==> config.mk <==
export PLATFORM = sky130hd
export DESIGN_NAME = timed_dropoff_sequencer
export DESIGN_NICKNAME = d
export VERILOG_FILES = /design/src/rtl/tds_pkg.sv /design/src/rtl/timed_dropoff_sequencer.sv
export SDC_FILE = /design/constraint.sdc
export NUM_CORES = 1
export LEC_CHECK = 0
export BUFFER_PORTS_ARGS = -buffer_cell sky130_fd_sc_hd__clkbuf_2
export CAP_MARGIN = 30
export CELL_PAD_IN_SITES_DETAIL_PLACEMENT = 0
export CELL_PAD_IN_SITES_GLOBAL_PLACEMENT = 1
export CORE_MARGIN = 3
export CORE_UTILIZATION = 25
export DETAILED_ROUTE_END_ITERATION = 16
export PLACE_DENSITY = 0.45
export SLEW_MARGIN = 0
export SYNTH_ARGS = -nofsm -noshare
export SYNTH_HDL_FRONTEND = slang
export SYNTH_SLANG_ARGS = --single-unit
==> constraint.sdc <==
create_clock -name i_clk -period 4.91 [get_ports i_clk]
set_clock_uncertainty 0.1 [all_clocks]
set_input_delay 0.982 -clock i_clk [delete_from_list [all_inputs] [get_ports i_clk]]
set_output_delay 0.982 -clock i_clk [all_outputs]
set_load 0.01 [all_outputs]
==> src/rtl/tds_pkg.sv <==
`default_nettype none

package tds_pkg;

    localparam int MAX_TAGS  = 16;
    // divisor width: holds 1..MAX_TAGS
    localparam int DIV_W     = $clog2(MAX_TAGS + 1);
    localparam int SUM_W     = 20;
    localparam int DIV_STEPS = SUM_W;
    localparam int BIT_W     = $clog2(DIV_STEPS);
    localparam int AVG_W     = SUM_W + 1;

    localparam logic signed [9:0]  LIN_Q    = 10'sd410;
    localparam logic signed [10:0] TURN_Q   = 11'sd410;
    localparam logic signed [10:0] TURN_LIM = 11'sd819;

    typedef enum logic [2:0] {
        PH_IDLE    = 3'd0,
        PH_CENTER  = 3'd1,
        PH_STEER   = 3'd2,
        PH_FORWARD = 3'd3,
        PH_DROP    = 3'd4,
        PH_BACKUP  = 3'd5
    } t_phase;

    typedef enum logic [1:0] {
        OUT_SUCCESS = 2'd0,
        OUT_BUSY    = 2'd1,
        OUT_FAIL    = 2'd2
    } t_outcome;

    typedef enum logic {
        OP_TICK    = 1'b0,
        OP_RESTART = 1'b1
    } t_op;

    typedef enum logic [2:0] {
        REG_ALLOWED_MISSES = 3'd0,
        REG_IDLE_WAIT_MS   = 3'd1,
        REG_CENTER_MS      = 3'd2,
        REG_STEER_MS       = 3'd3,
        REG_FORWARD_MS     = 3'd4,
        REG_DROP_MS        = 3'd5,
        REG_BACKUP_MS      = 3'd6,
        REG_CENTER_DB      = 3'd7
    } t_reg;

    // microprogram
    typedef logic [1:0] t_step;
    localparam t_step ST_WAIT   = 2'd0;
    localparam t_step ST_PREP   = 2'd1;
    localparam t_step ST_DIV    = 2'd2;
    localparam t_step ST_DECIDE = 2'd3;

    typedef enum logic [1:0] {
        UOP_WAIT,
        UOP_PREP,
        UOP_DIV,
        UOP_DECIDE
    } t_uop;

    typedef enum logic [2:0] {
        C_ALWAYS,
        C_IN_VALID,
        C_NO_DIV,
        C_DIV_MORE,
        C_OUT_FREE
    } t_cond;

    typedef struct packed {
        t_uop  op;
        t_cond cond;
        t_step tgt_true;
        t_step tgt_false;
    } t_uword;

    function automatic t_uword uc_rom(input t_step step);
        t_uword w;
        w = '{op: UOP_WAIT, cond: C_ALWAYS, tgt_true: ST_WAIT, tgt_false: ST_WAIT};
        unique case (step)
            ST_WAIT:   w = '{op: UOP_WAIT,   cond: C_IN_VALID,
                             tgt_true: ST_PREP,   tgt_false: ST_WAIT};
            ST_PREP:   w = '{op: UOP_PREP,   cond: C_NO_DIV,
                             tgt_true: ST_DECIDE, tgt_false: ST_DIV};
            ST_DIV:    w = '{op: UOP_DIV,    cond: C_DIV_MORE,
                             tgt_true: ST_DIV,    tgt_false: ST_DECIDE};
            ST_DECIDE: w = '{op: UOP_DECIDE, cond: C_OUT_FREE,
                             tgt_true: ST_WAIT,   tgt_false: ST_DECIDE};
        endcase
        return w;
    endfunction

endpackage

`default_nettype wire

==> src/rtl/timed_dropoff_sequencer.sv <==
`default_nettype none

// Timed drop-off sequencer. Each input transfer is one control tick (or a
// restart when operation is 1) and yields exactly one result transfer. A tick
// that needs a tag average (center or steer phase with tags in view) goes
// from input transfer to the earliest next input transfer through one prep
// step, a 20-step bit-serial divider, one decide step and the wait step. Other
// ticks and restarts skip the divider. The result sits in an output register, so the
// next tick is taken while it waits; a new result is held back only while
// the previous one has not been transferred. Control comes from a four-word
// microprogram with a step counter. Configuration writes are always ready.
module timed_dropoff_sequencer
    import tds_pkg::*;
(
    input  wire logic                    i_clk,
    input  wire logic                    i_rst_n,

    input  wire logic                    i_cfg_valid,
    output logic                         o_cfg_ready,
    input  wire logic [2:0]              i_cfg_index,
    input  wire logic [15:0]             i_cfg_data,

    input  wire logic                    i_in_valid,
    output logic                         o_in_ready,
    input  wire logic                    i_operation,
    input  wire logic [31:0]             i_now_ms,
    input  wire logic [4:0]              i_tag_count,
    input  wire logic signed [SUM_W-1:0] i_y_sum,
    input  wire logic signed [SUM_W-1:0] i_theta_sum,

    output logic                         o_out_valid,
    input  wire logic                    i_out_ready,
    output logic [1:0]                   o_outcome,
    output logic [2:0]                   o_phase,
    output logic signed [9:0]            o_linear_speed,
    output logic signed [10:0]           o_turn_rate,
    output logic                         o_fingers_open
);

    // configuration
    logic [7:0]  r_allowed_misses;
    logic [15:0] r_idle_wait_ms, r_center_ms, r_steer_ms;
    logic [15:0] r_forward_ms, r_drop_ms, r_backup_ms;
    logic [11:0] r_center_db;

    // latched tick
    logic                    r_op;
    logic [31:0]             r_now;
    logic [4:0]              r_count;
    logic signed [SUM_W-1:0] r_y, r_theta;

    // sequence state
    t_phase      r_cur, n_cur, r_pend, n_pend;
    logic [31:0] r_start, n_start, r_run, n_run;
    logic [7:0]  r_miss, n_miss;
    logic        r_lost, n_lost;

    // divider
    logic [SUM_W-1:0] r_quo, n_quo;
    logic [DIV_W-1:0] r_rem, n_rem, r_div, n_div;
    logic             r_neg, n_neg;
    logic [BIT_W-1:0] r_bit, n_bit;

    // sequencer
    t_step  r_step, n_step;
    t_uword uw;
    logic   cond_ok;

    // output register
    logic            r_ovalid, n_ovalid;
    t_outcome        r_outcome, n_outcome;
    t_phase          r_ophase, n_ophase;
    logic signed [9:0]  r_lin, n_lin;
    logic signed [10:0] r_turn, n_turn;
    logic            r_fingers, n_fingers;

    logic in_fire, out_free, no_div;
    t_phase ph_upd;
    logic [DIV_W:0] shifted;
    logic [DIV_W:0] trial;
    logic signed [AVG_W-1:0] avg, neg_avg, db_s;
    logic signed [SUM_W-1:0] dvd;

    assign uw          = uc_rom(r_step);
    assign o_in_ready  = (uw.op == UOP_WAIT);
    assign in_fire     = i_in_valid && o_in_ready;
    assign out_free    = !r_ovalid || i_out_ready;
    assign o_cfg_ready = 1'b1;

    assign ph_upd = (r_pend != r_cur) ? r_pend : r_cur;
    assign no_div = (r_op == OP_RESTART) || (r_count == '0) ||
                    !((ph_upd == PH_CENTER) || (ph_upd == PH_STEER));
    assign dvd    = (ph_upd == PH_STEER) ? r_theta : r_y;

    assign shifted = {r_rem, r_quo[SUM_W-1]};
    assign trial   = shifted - {1'b0, r_div};

    assign avg     = r_neg ? -$signed({1'b0, r_quo}) : $signed({1'b0, r_quo});
    assign neg_avg = -avg;
    assign db_s    = $signed({{(AVG_W-12){1'b0}}, r_center_db});

    always_comb begin
        case (uw.cond)
            C_ALWAYS:   cond_ok = 1'b1;
            C_IN_VALID: cond_ok = i_in_valid;
            C_NO_DIV:   cond_ok = no_div;
            C_DIV_MORE: cond_ok = (r_bit != BIT_W'(DIV_STEPS - 1));
            C_OUT_FREE: cond_ok = out_free;
            default:    cond_ok = 1'b1;
        endcase
        n_step = cond_ok ? uw.tgt_true : uw.tgt_false;
    end

    always_comb begin
        n_cur     = r_cur;
        n_pend    = r_pend;
        n_start   = r_start;
        n_run     = r_run;
        n_miss    = r_miss;
        n_lost    = r_lost;
        n_quo     = r_quo;
        n_rem     = r_rem;
        n_div     = r_div;
        n_neg     = r_neg;
        n_bit     = r_bit;
        n_ovalid  = r_ovalid && !i_out_ready;
        n_outcome = r_outcome;
        n_ophase  = r_ophase;
        n_lin     = r_lin;
        n_turn    = r_turn;
        n_fingers = r_fingers;

        unique case (uw.op)
            UOP_WAIT: ;
            UOP_PREP: begin
                n_rem = '0;
                n_bit = '0;
                n_div = (int'(r_count) > MAX_TAGS) ? DIV_W'(MAX_TAGS) : DIV_W'(r_count);
                n_neg = dvd[SUM_W-1];
                n_quo = no_div ? '0 : (dvd[SUM_W-1] ? SUM_W'(-dvd) : SUM_W'(dvd));
                if (r_op == OP_RESTART) begin
                    n_cur   = PH_IDLE;
                    n_pend  = PH_IDLE;
                    n_start = r_now;
                    n_miss  = '0;
                    n_lost  = 1'b1;
                end else begin
                    n_cur = ph_upd;
                    if (r_pend != r_cur) begin
                        n_start = r_now;
                        n_run   = '0;
                    end else begin
                        n_run = r_now - r_start;
                    end
                    if (r_count != '0) begin
                        n_miss = '0;
                        n_lost = 1'b0;
                    end else begin
                        n_miss = (r_miss == 8'hFF) ? r_miss : r_miss + 8'd1;
                        if (n_miss > r_allowed_misses)
                            n_lost = 1'b1;
                    end
                end
            end
            UOP_DIV: begin
                // restoring division, one quotient bit per cycle
                n_bit = r_bit + BIT_W'(1);
                if (!trial[DIV_W]) begin
                    n_rem = trial[DIV_W-1:0];
                    n_quo = {r_quo[SUM_W-2:0], 1'b1};
                end else begin
                    n_rem = shifted[DIV_W-1:0];
                    n_quo = {r_quo[SUM_W-2:0], 1'b0};
                end
            end
            UOP_DECIDE: begin
                if (out_free) begin
                    n_ovalid  = 1'b1;
                    n_outcome = OUT_BUSY;
                    n_ophase  = r_cur;
                    n_lin     = '0;
                    n_turn    = '0;
                    n_fingers = 1'b0;
                    if (r_op == OP_RESTART) begin
                        n_outcome = OUT_SUCCESS;
                        n_ophase  = PH_IDLE;
                    end else begin
                        case (r_cur)
                            PH_CENTER: begin
                                if (r_lost) begin
                                    n_pend    = PH_IDLE;
                                    n_outcome = OUT_FAIL;
                                end
                                if (avg > db_s)
                                    n_turn = TURN_Q;
                                else if (avg < -db_s)
                                    n_turn = -TURN_Q;
                                if (r_run > {16'b0, r_center_ms})
                                    n_pend = PH_STEER;
                            end
                            PH_STEER: begin
                                n_lin = LIN_Q;
                                if (neg_avg > AVG_W'(TURN_LIM))
                                    n_turn = TURN_LIM;
                                else if (neg_avg < -AVG_W'(TURN_LIM))
                                    n_turn = -TURN_LIM;
                                else
                                    n_turn = neg_avg[10:0];
                                if ((r_count == '0) || (r_run > {16'b0, r_steer_ms}))
                                    n_pend = PH_FORWARD;
                            end
                            PH_FORWARD: begin
                                n_lin = LIN_Q;
                                if (r_run >= {16'b0, r_forward_ms})
                                    n_pend = PH_DROP;
                            end
                            PH_DROP: begin
                                n_fingers = 1'b1;
                                if (r_run >= {16'b0, r_drop_ms})
                                    n_pend = PH_BACKUP;
                            end
                            PH_BACKUP: begin
                                n_fingers = 1'b1;
                                n_lin     = -LIN_Q;
                                if (r_run >= {16'b0, r_backup_ms}) begin
                                    n_pend    = PH_IDLE;
                                    n_outcome = OUT_SUCCESS;
                                end
                            end
                            default: begin
                                if (r_run > {16'b0, r_idle_wait_ms}) begin
                                    if (r_lost)
                                        n_outcome = OUT_FAIL;
                                    else
                                        n_pend = PH_CENTER;
                                end
                            end
                        endcase
                    end
                end
            end
        endcase
    end

    always_ff @(posedge i_clk) begin
        if (!i_rst_n) begin
            r_step           <= ST_WAIT;
            r_cur            <= PH_IDLE;
            r_pend           <= PH_IDLE;
            r_start          <= '0;
            r_miss           <= '0;
            r_lost           <= 1'b1;
            r_ovalid         <= 1'b0;
            r_allowed_misses <= 8'd10;
            r_idle_wait_ms   <= 16'd1000;
            r_center_ms      <= 16'd3000;
            r_steer_ms       <= 16'd3000;
            r_forward_ms     <= 16'd2000;
            r_drop_ms        <= 16'd2000;
            r_backup_ms      <= 16'd3000;
            r_center_db      <= 12'd41;
        end else begin
            r_step   <= n_step;
            r_cur    <= n_cur;
            r_pend   <= n_pend;
            r_start  <= n_start;
            r_miss   <= n_miss;
            r_lost   <= n_lost;
            r_ovalid <= n_ovalid;
            if (i_cfg_valid) begin
                unique case (t_reg'(i_cfg_index))
                    REG_ALLOWED_MISSES: r_allowed_misses <= i_cfg_data[7:0];
                    REG_IDLE_WAIT_MS:   r_idle_wait_ms   <= i_cfg_data;
                    REG_CENTER_MS:      r_center_ms      <= i_cfg_data;
                    REG_STEER_MS:       r_steer_ms       <= i_cfg_data;
                    REG_FORWARD_MS:     r_forward_ms     <= i_cfg_data;
                    REG_DROP_MS:        r_drop_ms        <= i_cfg_data;
                    REG_BACKUP_MS:      r_backup_ms      <= i_cfg_data;
                    REG_CENTER_DB:      r_center_db      <= i_cfg_data[11:0];
                endcase
            end
        end
    end

    always_ff @(posedge i_clk) begin
        if (in_fire) begin
            r_op    <= i_operation;
            r_now   <= i_now_ms;
            r_count <= i_tag_count;
            r_y     <= i_y_sum;
            r_theta <= i_theta_sum;
        end
        r_run     <= n_run;
        r_quo     <= n_quo;
        r_rem     <= n_rem;
        r_div     <= n_div;
        r_neg     <= n_neg;
        r_bit     <= n_bit;
        r_outcome <= n_outcome;
        r_ophase  <= n_ophase;
        r_lin     <= n_lin;
        r_turn    <= n_turn;
        r_fingers <= n_fingers;
    end

    assign o_out_valid    = r_ovalid;
    assign o_outcome      = r_outcome;
    assign o_phase        = r_ophase;
    assign o_linear_speed = r_lin;
    assign o_turn_rate    = r_turn;
    assign o_fingers_open = r_fingers;

    a_fire_to_prep: assert property (@(posedge i_clk) disable iff (!i_rst_n)
        in_fire |=> (r_step == ST_PREP))
        else $error("input transfer not followed by prep step");

    a_rem_below_div: assert property (@(posedge i_clk) disable iff (!i_rst_n)
        (r_step == ST_DIV) |-> (r_rem < r_div))
        else $error("divider remainder not below divisor");

    a_seen_clears_miss: assert property (@(posedge i_clk) disable iff (!i_rst_n)
        ((r_step == ST_PREP) && (r_op == OP_TICK) && (r_count != '0))
        |=> (!r_lost && (r_miss == '0)))
        else $error("tags seen but target still lost");

    a_restart_result: assert property (@(posedge i_clk) disable iff (!i_rst_n)
        ((r_step == ST_DECIDE) && out_free && (r_op == OP_RESTART))
        |=> (o_out_valid && (o_outcome == OUT_SUCCESS) && (o_phase == PH_IDLE)
             && (r_cur == PH_IDLE) && (r_pend == PH_IDLE)))
        else $error("restart did not report success in idle");

endmodule

`default_nettype wire

* Yosys cells after proc, flatten, opt, wreduce, memory -nomap -nowiden
Cells that the tools add are included. W data, S select, Z words.
Word-level totals: flip-flop bits (word level) 339, output and inout port bits 30
Cells by class: multiplexer cells 48, bitwise operators 1, $add $sub $neg 8, reduce and logical (&&, ||, !) cells 35, equal/unequal tests 37, $lt $le $gt $ge 12
Operator list (number):
- $ge A32 B16 Y1 | 3
- $gt A32 B16 Y1 | 3
- $mux W32 | 2
- $mux W20 | 3
- $mux W11 | 4
- $pmux W20 S2 | 1
- $mux W3 | 13
- $pmux W9 S4 | 1
- $sub A32 B32 Y32 | 1
- $mux W8 | 3
- $reduce_and A2 Y1 | 12
- $pmux W11 S2 | 1
- $eq A3 B2 Y1 const B | 7
- $eq A3 B3 Y1 const B | 7
- $gt A21 B11 Y1 const B | 1
- $gt A21 B13 Y1 | 1
- $lt A21 B11 Y1 const B | 1
- $lt A21 B21 Y1 | 1
- $mux W21 | 1
- $neg A12 Y21 | 1
- $neg A20 Y21 | 1
- $neg A21 Y21 | 1
- $neg A20 Y20 | 1
- $pmux W10 S2 | 1
- 36 further kinds | 70

* Longest topological paths before layout
depth after elaboration 8, mapped depth 18

* Least setup slack after synthesis
No wires, ideal clock.
kind register -> register, start point reg r_quo[0], end point reg r_turn[5] (netlist: o_turn_rate[5]) (data pin), library setup time 0.149 ns, cell stages (with the launch flop) 19, arrival time 4.040 ns, clock period less this slack 4.289 ns, path slack 0.621 ns, data required time 4.661 ns, cell sequence edfxtp_1 > inv_1 > ha_1 > or4b_1 > buf_2 > o41ai_4 > xor2_2 > inv_2 > ha_1 > a21o_1 > a21o_1 > a21o_1 > a21oi_1 > nor2b_1 > o21ai_0 > nand4_1 > a211oi_1 > a21oi_2 > a2bb2oi_1
On the way: cells in the longest elaborated chain, start to end 7, elaborated cells on any way between the ends 12
RTL lines:
- from (decl) | RTL line timed_dropoff_sequencer.sv:59 | logic [SUM_W-1:0] r_quo, n_quo;
- from (signal assigned) | RTL line timed_dropoff_sequencer.sv:294 | r_quo <= n_quo;
- $neg A20 Y21 | RTL line timed_dropoff_sequencer.sv:98 | assign avg = r_neg ? -$signed({1'b0, r_quo}) : $signed({1'b0, r_quo});
- $mux W21 * | RTL line timed_dropoff_sequencer.sv:98
- $neg A21 Y21 | RTL line timed_dropoff_sequencer.sv:99 | assign neg_avg = -avg;
- $lt A21 B11 Y1 | RTL line timed_dropoff_sequencer.sv:205 | else if (neg_avg < -AVG_W'(TURN_LIM))
- $mux W11 | RTL line timed_dropoff_sequencer.sv:205
- $mux W11 | RTL line timed_dropoff_sequencer.sv:203 | if (neg_avg > AVG_W'(TURN_LIM))
- $pmux W11 S2 * | RTL line timed_dropoff_sequencer.sv:188 | case (r_cur)
- to (signal assigned) | RTL line timed_dropoff_sequencer.sv:302 | r_turn <= n_turn;
- to (decl) | RTL line timed_dropoff_sequencer.sv:74 | logic signed [10:0] r_turn, n_turn;
Every way passes the cells marked *; elsewhere a longest branch is shown, timed or not. A chain may end at the register's enable or synchronous reset.

* Worst setup path in the final report
start point reg r_quo[1], end point reg r_turn[0] (netlist: o_turn_rate[0]) (data pin)
The elaborated chain is that of the path after synthesis.

==> results.cfg <==
[timing]
timing.final.crit_share_pct = 94.4
relSlewSlack_pct = 34.7
hold-worst-slack_ps = 358
rsz0062_at_grt = false
max_freq_mhz = 216
slew_viol_final = 0
setup_viol = 0
fin_crit_ps = 4640
timing_worst_slew_pin_value_ps = 976
finalHoldViolations = 0
setup_tns_ps = 0

[hold_path]
hold_path_class = flop to flop

[status]
status = finished clean

[layout]
diodes = 0
layout-drive-gt1-share_pct = 11.6
fin_util_pct = 29.3
syn_to_final_growth_pct = 16.0
design_area_sq_mm = 0.0232
fillers = 8406
final_nets = 2569

[critical_path]
crit_path_max_fanout = 7
slowest_delay_ps = 580
crit_chain = inv_1 > ha_1 > or4b_1 > buf_4 > o311ai_2 > nand4_1 > a211o_1 > nor4_1 > mux2i_1 > a2bb2oi_1 > or4_4 > mux2i_1 > a21oi_1
critPathLaunchType = flop
worstPathArrival_ps = 4840
timing.critical_path.mode_cell = mux2i_1
path_class = flop to flop
slowest_stage = or4_4
worstSetupEndpointType = flop
path_buf_inv = 2
crit_family = simple AND/OR/NAND/NOR gates
worstPathRequired_ps = 5110

[global_routing]
grt_max_degree = 75
grt_pass1_vias = 15500
grt_antenna_before_repair = 1
overflow = 0
grt_pass1_wl_um = 93000
grtUsageTotal_pct = 14.4

[synth]
synth-edff-count = 166
synth_compound_area_share_pct = 18.3
synth_top_family_by_area = compound AO/OA/AOI/OAI gates
synth_ff_type = edfxtp_1
post-synth-top-area-fraction_pct = 24.9
synth-adder-area-share_pct = 11.8
yosysSeqAreaShare_pct = 41.5
synth_commonest_cells = nand2_1 (339), inv_1 (198), ha_1 (185)
synth_cell_types = 93
avgSynthCellArea_sq_um = 9.26
yosysMostFrequentCell = nand2_1
syn_nets = 2452
synth.area.top_cells = edfxtp_1 (25%), dfxtp_1 (17%), ha_1 (12%)
postSynthCellCount = 2163
synthMuxAreaShare_pct = 1.60
synthSimpleGateAreaFrac_pct = 16.8
synthesis.area_sq_mm = 0.0200
ys_warn_count = 0
yosys.area.top_type = edfxtp_1
async_reset_ff_share_pct = 0
synthXorXnorAreaFrac_pct = 4.22
ys_seq_elements = 332

[cts]
post_cts_resized = 0
ctsHoldBuffers = 0
cts_made_buffers = 43
postCtsSetupRepairBufs = 0
clockRootBuffer = clkbuf_16
cts.path.max_buffers = 3
clock-sinks = 332
cts_htree_levels = 2
clkTransAtPathRegs_ps = 50
cts_tree = done
clk_latency_ps = 580

[place]
gp_congestion = 0.799
postPlaceCellArea_sq_mm = 0.0219
place_hpwl_um = 45200
io_buffers = 129

[job]
max_cap_violations = 0

[pwr]
peakVddDrop_mv = 0.260
p_leak_nw = 9.05
powerDensity_mw_per_mm2 = 487

[die]
die_w_um = 289
io_pins = 132
core-area_sq_mm = 0.0791
rows = 103
floorplan.initialDensity_pct = 25.3
dieArea_sq_mm = 0.0835
die_h_um = 289

[route]
vias_per_cell = 4.57
postRouteAntennaNets = 0
totalWireLength_um = 60100
dr_total_vias = 15400
drt-wirelength-per-cell_um = 17.9
first_pass_iters = 5
drt_iter0_drc = 643
drc = 0
[report_power, final]
part           switching [mW]  internal [mW]
registers               0.463           3.56
clock network            1.28           1.72
logic                    2.62           1.67
[worst paths after layout]
check               from        endpoint  slack [ps]  cells after the start
max reg2reg     r_quo[1]  o_turn_rate[0]         270                     13
min          r_start[24]     r_start[24]         360                      2
min reg2reg  r_start[24]     r_start[24]         360                      2
max             r_quo[1]  o_turn_rate[0]         270                     13
[worst reg2reg max path, cell delays in order, from the launching register on]
cell and delay, ps:
edfxtp_1 460, inv_1 110, ha_1 170, or4b_1 560, buf_4 220, o311ai_2 270
nand4_1 280, a211o_1 470, nor4_1 330, mux2i_1 230, a2bb2oi_1 120, or4_4 580
mux2i_1 350, a21oi_1 120
[sequential cells by signal, summed over array words and instances, names as in the netlist, 8 cells and up]
signal,count
o_turn_rate,11
r_allowed_misses,8
r_backup_ms,16
r_center_db,12
r_center_ms,16
r_drop_ms,16
r_forward_ms,16
r_idle_wait_ms,16
r_miss,8
r_now,32
r_quo,20
r_run,32
r_start,32
r_steer_ms,16
r_theta,20
r_y,20
[layout make-up]
class                           count  area, sq um  share of cell area [%]
Clock buffer                       54         1160                    4.98
Clock inverter                     23          161                   0.695
Inverter                          201          754                    3.25
Multi-Input combinational cell   1537        10600                    45.5
Sequential cell                   332         8310                    35.8
Tap cell                         1050         1310                    5.66
Timing Repair Buffer              165          951                    4.10
[placed cells by master, fill, tap and decap left out, types with 8 or more instances in the layout]
cell,count
nor2_1,104
o31ai_1,8
o211ai_1,55
a22o_1,18
clkbuf_2,128
nor2b_1,39
ha_1,185
xor2_1,30
a21o_1,53
a21boi_0,105
nand2b_1,19
inv_1,198
nand2_1,339
nand4_1,33
xnor2_1,59
and2_1,19
mux2i_1,32
a211o_1,9
clkbuf_16,43
nor3_1,38
buf_4,35
edfxtp_1,166
o21a_1,21
dfxtp_1,166
a211oi_1,16
nor4_1,19
clkinv_1,12
o21ai_0,65
nand3_1,42
o22ai_1,8
a21oi_1,70
[metal layers]
metal  part of all wire, %  vias up  wire, um  track usage, %
li1                      -     7881         -               -
met1                    49     7202     29600            19.9
met2                    46      199     27600            23.8
met3                   2.7       78      1630            1.77
met4                   2.1        0      1260            3.62
met5                     0        -         0               0
[cell families (layout without fill, tap and decap cells)]
group,after synthesis,count (layout)
AO/OA/AOI/OAI,509,509
XOR/XNOR,93,93
adder cells (fa/ha/maj),187,187
buffers and inverters,294,443
flip-flops,332,332
multiplexers,32,32
other,2,2
AND/OR/NAND/NOR,714,714
[through the flow]
step | std cells | power, mW | setup slack (ps)
finish | 3362 | 11.3 | 273
global route | 3362 | 12.2 | 5.94
CTS | 3362 | 11.5 | 288
detailed placement | 3285 | 8.42 | 308
global placement | 3284 | 8.40 | 291
floorplan | 2163 | 7.04 | 621
(Power assumes the default switching activity.)
